[src/rtl/bba_pkg.sv]
// ----------------------------------------------------------------------------
// bba_pkg
// Shared constants, status codes and control types for the bitmap block
// allocator.
// ----------------------------------------------------------------------------
package bba_pkg;

    localparam int NUM_BLOCKS  = 64;
    localparam int MAX_REQUEST = 16;

    localparam int IDX_W   = $clog2(NUM_BLOCKS);
    localparam int CNT_W   = $clog2(NUM_BLOCKS + 1);
    localparam int REQ_W   = 5;
    localparam int BIDX_W  = 8;
    localparam int GIDX_W  = 6;
    localparam int FTOT_W  = 7;
    localparam int STAT_W  = 2;
    localparam int CMP_W   = 10;

    localparam logic [STAT_W-1:0] ST_OK      = 2'd0;
    localparam logic [STAT_W-1:0] ST_NO_FREE = 2'd1;
    localparam logic [STAT_W-1:0] ST_INVALID = 2'd2;
    localparam logic [STAT_W-1:0] ST_EMPTY   = 2'd3;

    localparam logic KIND_ALLOC = 1'b0;
    localparam logic KIND_FREE  = 1'b1;

    typedef struct packed {
        logic load;
        logic single;
        logic grant;
    } bba_cmd_t;

    typedef struct packed {
        logic alloc_ok;
        logic rem_one;
        logic slot_free;
    } bba_stat_t;

endpackage

[src/rtl/bba_ctrl.sv]
// ----------------------------------------------------------------------------
// bba_ctrl
// Sequencer: accepts a request, issues a single result or one grant per
// cycle while the output register has room, until the request is satisfied.
// ----------------------------------------------------------------------------
module bba_ctrl (
    input  logic               clk,
    input  logic               rst_n,
    input  logic               in_valid,
    output logic               in_ready,
    input  bba_pkg::bba_stat_t stat,
    output bba_pkg::bba_cmd_t  cmd
);

    localparam logic [1:0] S_IDLE  = 2'd0;
    localparam logic [1:0] S_EVAL  = 2'd1;
    localparam logic [1:0] S_GRANT = 2'd2;

    logic [1:0] state_reg;
    logic [1:0] state_next;

    always_ff @(posedge clk or negedge rst_n)
    begin
        if (!rst_n)
        begin
            state_reg <= S_IDLE;
        end
        else
        begin
            state_reg <= state_next;
        end
    end

    always_comb
    begin
        state_next = state_reg;
        cmd        = '0;
        in_ready   = 1'b0;
        case (state_reg)
            S_IDLE:
            begin
                in_ready = 1'b1;
                if (in_valid)
                begin
                    cmd.load   = 1'b1;
                    state_next = S_EVAL;
                end
            end
            S_EVAL:
            begin
                if (stat.slot_free)
                begin
                    if (stat.alloc_ok)
                    begin
                        cmd.grant  = 1'b1;
                        state_next = stat.rem_one ? S_IDLE : S_GRANT;
                    end
                    else
                    begin
                        cmd.single = 1'b1;
                        state_next = S_IDLE;
                    end
                end
            end
            S_GRANT:
            begin
                if (stat.slot_free)
                begin
                    cmd.grant = 1'b1;
                    if (stat.rem_one)
                    begin
                        state_next = S_IDLE;
                    end
                end
            end
            default:
            begin
                state_next = S_IDLE;
            end
        endcase
    end

endmodule

[src/rtl/bba_dp.sv]
// ----------------------------------------------------------------------------
// bba_dp
// Datapath: free map, free counter, request registers, find-first-free
// encoder and the output register.
// ----------------------------------------------------------------------------
module bba_dp (
    input  logic                         clk,
    input  logic                         rst_n,
    input  bba_pkg::bba_cmd_t            cmd,
    output bba_pkg::bba_stat_t           stat,
    input  logic                         kind,
    input  logic [bba_pkg::REQ_W-1:0]    block_count,
    input  logic [bba_pkg::BIDX_W-1:0]   block_index,
    output logic                         out_valid,
    input  logic                         out_ready,
    output logic [bba_pkg::STAT_W-1:0]   status,
    output logic [bba_pkg::GIDX_W-1:0]   granted_index,
    output logic                         last,
    output logic [bba_pkg::FTOT_W-1:0]   free_total,
    output logic [bba_pkg::NUM_BLOCKS-1:0] map_view,
    output logic [bba_pkg::CNT_W-1:0]    cnt_view
);

    localparam int NB   = bba_pkg::NUM_BLOCKS;
    localparam int IW   = bba_pkg::IDX_W;
    localparam int CW   = bba_pkg::CNT_W;
    localparam int GW   = bba_pkg::GIDX_W;
    localparam int FW   = bba_pkg::FTOT_W;
    localparam int CMPW = bba_pkg::CMP_W;
    localparam int GXW  = GW + IW;
    localparam int FXW  = FW + CW;

    logic [NB-1:0]               map_reg;
    logic [NB-1:0]               map_next;
    logic [CW-1:0]               cnt_reg;
    logic [CW-1:0]               cnt_next;
    logic                        kind_reg;
    logic [bba_pkg::REQ_W-1:0]   rem_reg;
    logic [bba_pkg::BIDX_W-1:0]  bidx_reg;

    logic                        out_valid_reg;
    logic [bba_pkg::STAT_W-1:0]  status_reg;
    logic [bba_pkg::STAT_W-1:0]  status_next;
    logic [GW-1:0]               gidx_reg;
    logic [GW-1:0]               gidx_next;
    logic                        last_reg;
    logic                        last_next;
    logic [FW-1:0]               ftot_reg;

    logic [IW-1:0]               ffs_idx;
    logic                        in_range;
    logic [IW-1:0]               rel_idx;
    logic                        alloc_ok;
    logic [GXW-1:0]              gidx_wide;
    logic [FXW-1:0]              ftot_wide;

    always_comb
    begin
        ffs_idx = '0;
        for (int i = NB - 1; i >= 0; i--)
        begin
            if (map_reg[i])
            begin
                ffs_idx = IW'(i);
            end
        end
    end

    assign in_range = (CMPW'(bidx_reg) < CMPW'(NB));
    assign rel_idx  = bidx_reg[IW-1:0];
    assign alloc_ok = (kind_reg == bba_pkg::KIND_ALLOC) && (rem_reg != '0)
                      && (CMPW'(rem_reg) <= CMPW'(bba_pkg::MAX_REQUEST))
                      && (CMPW'(rem_reg) <= CMPW'(cnt_reg));

    assign stat.alloc_ok  = alloc_ok;
    assign stat.rem_one   = (rem_reg == bba_pkg::REQ_W'(1));
    assign stat.slot_free = !out_valid_reg || out_ready;

    assign gidx_wide = GXW'(ffs_idx);
    assign ftot_wide = FXW'(cnt_next);

    always_comb
    begin
        map_next    = map_reg;
        cnt_next    = cnt_reg;
        status_next = bba_pkg::ST_OK;
        gidx_next   = '0;
        last_next   = 1'b1;
        if (cmd.grant)
        begin
            map_next[ffs_idx] = 1'b0;
            cnt_next          = cnt_reg - CW'(1);
            gidx_next         = gidx_wide[GW-1:0];
            last_next         = stat.rem_one;
        end
        else if (cmd.single)
        begin
            if (kind_reg == bba_pkg::KIND_FREE)
            begin
                if (!in_range)
                begin
                    status_next = bba_pkg::ST_INVALID;
                end
                else if (!map_reg[rel_idx])
                begin
                    map_next[rel_idx] = 1'b1;
                    cnt_next          = cnt_reg + CW'(1);
                end
            end
            else if (rem_reg == '0)
            begin
                status_next = bba_pkg::ST_EMPTY;
            end
            else
            begin
                status_next = bba_pkg::ST_NO_FREE;
            end
        end
    end

    always_ff @(posedge clk or negedge rst_n)
    begin
        if (!rst_n)
        begin
            map_reg       <= '1;
            cnt_reg       <= CW'(NB);
            out_valid_reg <= 1'b0;
        end
        else
        begin
            map_reg <= map_next;
            cnt_reg <= cnt_next;
            if (cmd.grant || cmd.single)
            begin
                out_valid_reg <= 1'b1;
            end
            else if (out_ready)
            begin
                out_valid_reg <= 1'b0;
            end
        end
    end

    always_ff @(posedge clk)
    begin
        if (cmd.load)
        begin
            kind_reg <= kind;
            rem_reg  <= block_count;
            bidx_reg <= block_index;
        end
        else if (cmd.grant)
        begin
            rem_reg <= rem_reg - bba_pkg::REQ_W'(1);
        end
        if (cmd.grant || cmd.single)
        begin
            status_reg <= status_next;
            gidx_reg   <= gidx_next;
            last_reg   <= last_next;
            ftot_reg   <= ftot_wide[FW-1:0];
        end
    end

    assign out_valid     = out_valid_reg;
    assign status        = status_reg;
    assign granted_index = gidx_reg;
    assign last          = last_reg;
    assign free_total    = ftot_reg;
    assign map_view      = map_reg;
    assign cnt_view      = cnt_reg;

endmodule

[src/rtl/bitmap_block_allocator_top.sv]
// Requests are registered on transfer and evaluated in S_EVAL; results are
// registered in the output register. A free, empty or rejected request gives one
// result; an allocate of n blocks gives n, one granted index per cycle from the
// find-first-free encoder over the free map while the output is not stalled.
// Reset: all blocks free, free count at the block count; no clearing pass.
// ----------------------------------------------------------------------------
// bitmap_block_allocator_top
// First-fit bitmap block allocator with valid/ready request and result ports.
// ----------------------------------------------------------------------------
module bitmap_block_allocator_top (
    input  logic                         clk,
    input  logic                         rst_n,
    input  logic                         in_valid,
    output logic                         in_ready,
    input  logic                         kind,
    input  logic [bba_pkg::REQ_W-1:0]    block_count,
    input  logic [bba_pkg::BIDX_W-1:0]   block_index,
    output logic                         out_valid,
    input  logic                         out_ready,
    output logic [bba_pkg::STAT_W-1:0]   status,
    output logic [bba_pkg::GIDX_W-1:0]   granted_index,
    output logic                         last,
    output logic [bba_pkg::FTOT_W-1:0]   free_total
);

    bba_pkg::bba_cmd_t              cmd;
    bba_pkg::bba_stat_t             stat;
    logic [bba_pkg::NUM_BLOCKS-1:0] map_view;
    logic [bba_pkg::CNT_W-1:0]      cnt_view;

    bba_ctrl u_ctrl (
        .clk      (clk),
        .rst_n    (rst_n),
        .in_valid (in_valid),
        .in_ready (in_ready),
        .stat     (stat),
        .cmd      (cmd)
    );

    bba_dp u_dp (
        .clk           (clk),
        .rst_n         (rst_n),
        .cmd           (cmd),
        .stat          (stat),
        .kind          (kind),
        .block_count   (block_count),
        .block_index   (block_index),
        .out_valid     (out_valid),
        .out_ready     (out_ready),
        .status        (status),
        .granted_index (granted_index),
        .last          (last),
        .free_total    (free_total),
        .map_view      (map_view),
        .cnt_view      (cnt_view)
    );

    a_cnt_bound: assert property (@(posedge clk) disable iff (!rst_n)
        bba_pkg::CMP_W'(cnt_view) <= bba_pkg::CMP_W'(bba_pkg::NUM_BLOCKS))
        else $error("free count above block count");

    a_grant_has_free: assert property (@(posedge clk) disable iff (!rst_n)
        cmd.grant |-> (map_view != '0))
        else $error("grant with no free block");

    a_grant_cnt: assert property (@(posedge clk) disable iff (!rst_n)
        cmd.grant |=> (cnt_view == $past(cnt_view) - bba_pkg::CNT_W'(1)))
        else $error("grant did not lower free count");

    a_issue_slot: assert property (@(posedge clk) disable iff (!rst_n)
        (cmd.grant || cmd.single) |-> (!out_valid || out_ready))
        else $error("result issued into a full output register");

endmodule

[config.mk]
export PLATFORM = sky130hd
export DESIGN_NAME = bitmap_block_allocator_top
export DESIGN_NICKNAME = d
export VERILOG_FILES = /design/src/rtl/bba_pkg.sv /design/src/rtl/bba_ctrl.sv /design/src/rtl/bba_dp.sv /design/src/rtl/bitmap_block_allocator_top.sv
export SDC_FILE = /design/constraint.sdc
export NUM_CORES = 1
export LEC_CHECK = 0
export BUFFER_PORTS_ARGS = -buffer_cell sky130_fd_sc_hd__buf_2
export CORE_MARGIN = 2
export CORE_UTILIZATION = 55
export DETAILED_ROUTE_END_ITERATION = 10
export PLACE_DENSITY_LB_ADDON = 0.2
export RECOVER_POWER = 50
export REMOVE_ABC_BUFFERS = 1
export SLEW_MARGIN = 5
export SYNTH_ARGS = -nofsm -noshare
export SYNTH_HDL_FRONTEND = slang
export SYNTH_SLANG_ARGS = --single-unit
[constraint.sdc]
create_clock -name clk -period 5.4 [get_ports clk]
set_input_delay 0.54 -clock clk [delete_from_list [all_inputs] [get_ports clk]]
set_output_delay 0.54 -clock clk [all_outputs]
set_load 0.05 [all_outputs]
==> metrics.yaml <==
clocking:
  h-tree-depth: 3
  cts.sinks: 104
  tritoncts: "built"
  cts_buffers: 9
  cts-root-buf: "clkbuf_16"
  postCtsSetupBuffers: 0
  clkTransAtPathRegs_ns: 0.07
  clock_path_buffers: 2
  clock_latency_ns: 0.37
  cts.repair.resized: 0
  cts-hold-fix-buffers: 0
timing:
  report.final.slew_viol_count: 75
  fmax_mhz: 254.6
  min_period_over_period_pct: 72.73
  hold_viol: 0
  fin_skew_ns: 0.01714
  worst_slew_margin_rel_pct: -162.4
  rsz0062_at_grt: "false"
  tns_ns: 0
  tightestPinTransition_ns: 3.935
  setup_viol: 0
  fin_crit_ns: 3.927
routing:
  first_iter_violations: 754
  via_count: 6175
  remaining_drc_errors: 0
  detail-route-antenna-nets: 0
  routed_via_density: 7.025
  finalWirelength_um: 20900
  drt_first_pass_iters: 5
  routedWlPerCell_um: 23.77
synth:
  ys_ff_latch: 104
  synthArstFlopShare_pct: 71.15
  yosysWarningCount: 0
  synth_seq_area_share_pct: 42.49
  synth.avg_cell_area_sq_um: 9.488
  yosysUniqueCellTypes: 81
  synth.cell_area_sq_um: 6670
  synth-edff-count: 30
  synth_cells: 703
  ys.flop_type: "dfstp_2"
global_route:
  grt_antenna_before_repair: 0
  grt_pass1_wl_um: 32680
  grt_max_degree: 75
  grt_pass1_vias: 5865
  grt_overflow: 0
  track_usage_pct: 33.23
placed_design:
  gp_congestion: 0.9614
  io_buffers: 35
  place_hpwl_um: 15290
floorplan:
  core_sq_um: 11910
  num_rows: 40
  dieArea_sq_um: 13020
  fp.dieH_um: 114.1
  die_width_um: 114.1
  ioPinCount: 36
  initial_core_util_pct: 56.00
layout:
  largest_reg_flops: 64
  fillers: 1060
  areaGrowthSynthToFinish_pct: 7.335
  final_cell_mix: "a21oi_1 (70), nor2_1 (68), dfstp_2 (65)"
  final_core_util_pct: 60.11
  final_common_cell: "a21oi_1"
  drive_above_1_share_pct: 18.99
  diodes: 0
  nets: 757
worst_setup_path:
  endpoint_kind: "flip-flop"
  worst_setup_path_start_kind: "flip-flop"
  path_class: "flip-flop to flip-flop"
  required_ns: 5.51
  ff2ff_setup_slack_ns: 1.47
  path_max_fanout: 32
  arrival_ns: 4.04
status:
  status: "finished with violations"
  violations: "max-capacitance violations, max-slew violations"
power:
  cellPowerDensity_nw_per_um2: 564.0
  peakVddDrop_mv: 0.3912
  p_total_uw: 4038
  leakage_uw: 0.002660
run:
  maxCapViolCount: 1
min_path:
  worstHoldPathType: "primary input to flip-flop"
[Yosys cell counts, types with 5 or more instances]
| cell | instances | area share (%) |
|---|---|---|
| ha_1 | 12 | 2.3 |
| or4_1 | 7 | 0.79 |
| a21oi_1 | 70 | 5.3 |
| dfrtp_1 | 9 | 3.4 |
| mux2i_1 | 5 | 0.75 |
| buf_2 | 6 | 0.45 |
| o21ai_0 | 22 | 1.7 |
| nand2b_1 | 13 | 1.2 |
| mux2_1 | 5 | 0.84 |
| nand2_1 | 34 | 1.9 |
| nor2b_1 | 10 | 0.94 |
| o221ai_1 | 6 | 0.79 |
| and2_1 | 5 | 0.47 |
| clkbuf_1 | 9 | 0.51 |
| o22a_1 | 28 | 3.7 |
| xnor2_1 | 8 | 1.1 |
| a211oi_1 | 5 | 0.56 |
| o21a_1 | 5 | 0.56 |
| or3_1 | 7 | 0.66 |
| inv_1 | 34 | 1.9 |
| nor4_1 | 36 | 3.4 |
| buf_6 | 5 | 0.84 |
| edfxtp_1 | 30 | 14 |
| nand3_1 | 19 | 1.4 |
| dfstp_2 | 65 | 26 |
| nand4_1 | 7 | 0.66 |
| o31ai_1 | 5 | 0.56 |
| a31oi_1 | 38 | 3.6 |
| nor3_1 | 27 | 2.0 |
| nor2_1 | 68 | 3.8 |
[final timing paths]
path,from,end,cells past startpoint
min in group asynchronous,rst_n,u_ctrl.state_reg[1],2
worst max register to register,u_dp.bidx_reg[2],u_dp.free_total[0],8
worst min-delay path,block_index[1],u_dp.bidx_reg[1],1
worst min register to register,u_dp.cnt_view[6],u_dp.cnt_view[6],1
max in group asynchronous,rst_n,u_dp.cnt_view[0],2
worst max-delay path,u_dp.bidx_reg[2],u_dp.free_total[0],8
[where the power goes]
part	leakage, uW	total, uW	internal (uW)	switching, uW
logic	0.00145	2020	640	1370
clock network	0.000147	699	369	330
registers	0.00107	1320	1090	236
total	0.00266	4040	2100	1940
[critical path, stage by stage (launching register included)]
cell	delay, ns
edfxtp_1	1.06
nand2b_1	0.30
o22ai_1	0.12
a221o_1	0.27
a221o_1	0.33
a221oi_2	0.46
or2_1	0.76
nand2_1	0.16
xnor2_1	0.18
[per-stage QoR]
step	cells	setup slack, ns	hold WS [ns]	instance area (sq um)
CTS	879	1.536	0.3430	7184
floorplan	675	1.573	0.2444	6455
finish	879	1.473	0.3473	7159
global placement	863	1.641	0.4964	6878
global route	879	0.8127	0.3356	7159
detailed placement	863	1.526	0.5072	6878
[layer usage]
metal / global-route usage (%) / up-vias / wire, um
li1: - / 2770 / -
met1: 44.91 / 3017 / 8673
met2: 52.62 / 344 / 9914
met3: 7.464 / 44 / 1709
met4: 12.36 / 0 / 599
met5: 0 / - / 0
[cell type report]
| type | instances | area, sq um | area share [%] |
|---|---|---|---|
| Inverter | 36 | 135.1 | 1.887 |
| Multi-Input combinational cell | 535 | 3505 | 48.95 |
| Tap cell | 147 | 183.9 | 2.569 |
| Clock buffer | 10 | 229.0 | 3.198 |
| Clock inverter | 6 | 77.57 | 1.084 |
| Sequential cell | 104 | 2834 | 39.58 |
| Timing Repair Buffer | 41 | 195.2 | 2.726 |
[cell families after synthesis]
logic type / synth area share [%]
simple gates: 21.29
fa+ha+maj: 2.251
compound gates: 23.92
mux: 3.620
buf+inv: 5.252
xor+xnor: 1.182
flops: 42.49
Power figures use the tool's default switching activity.
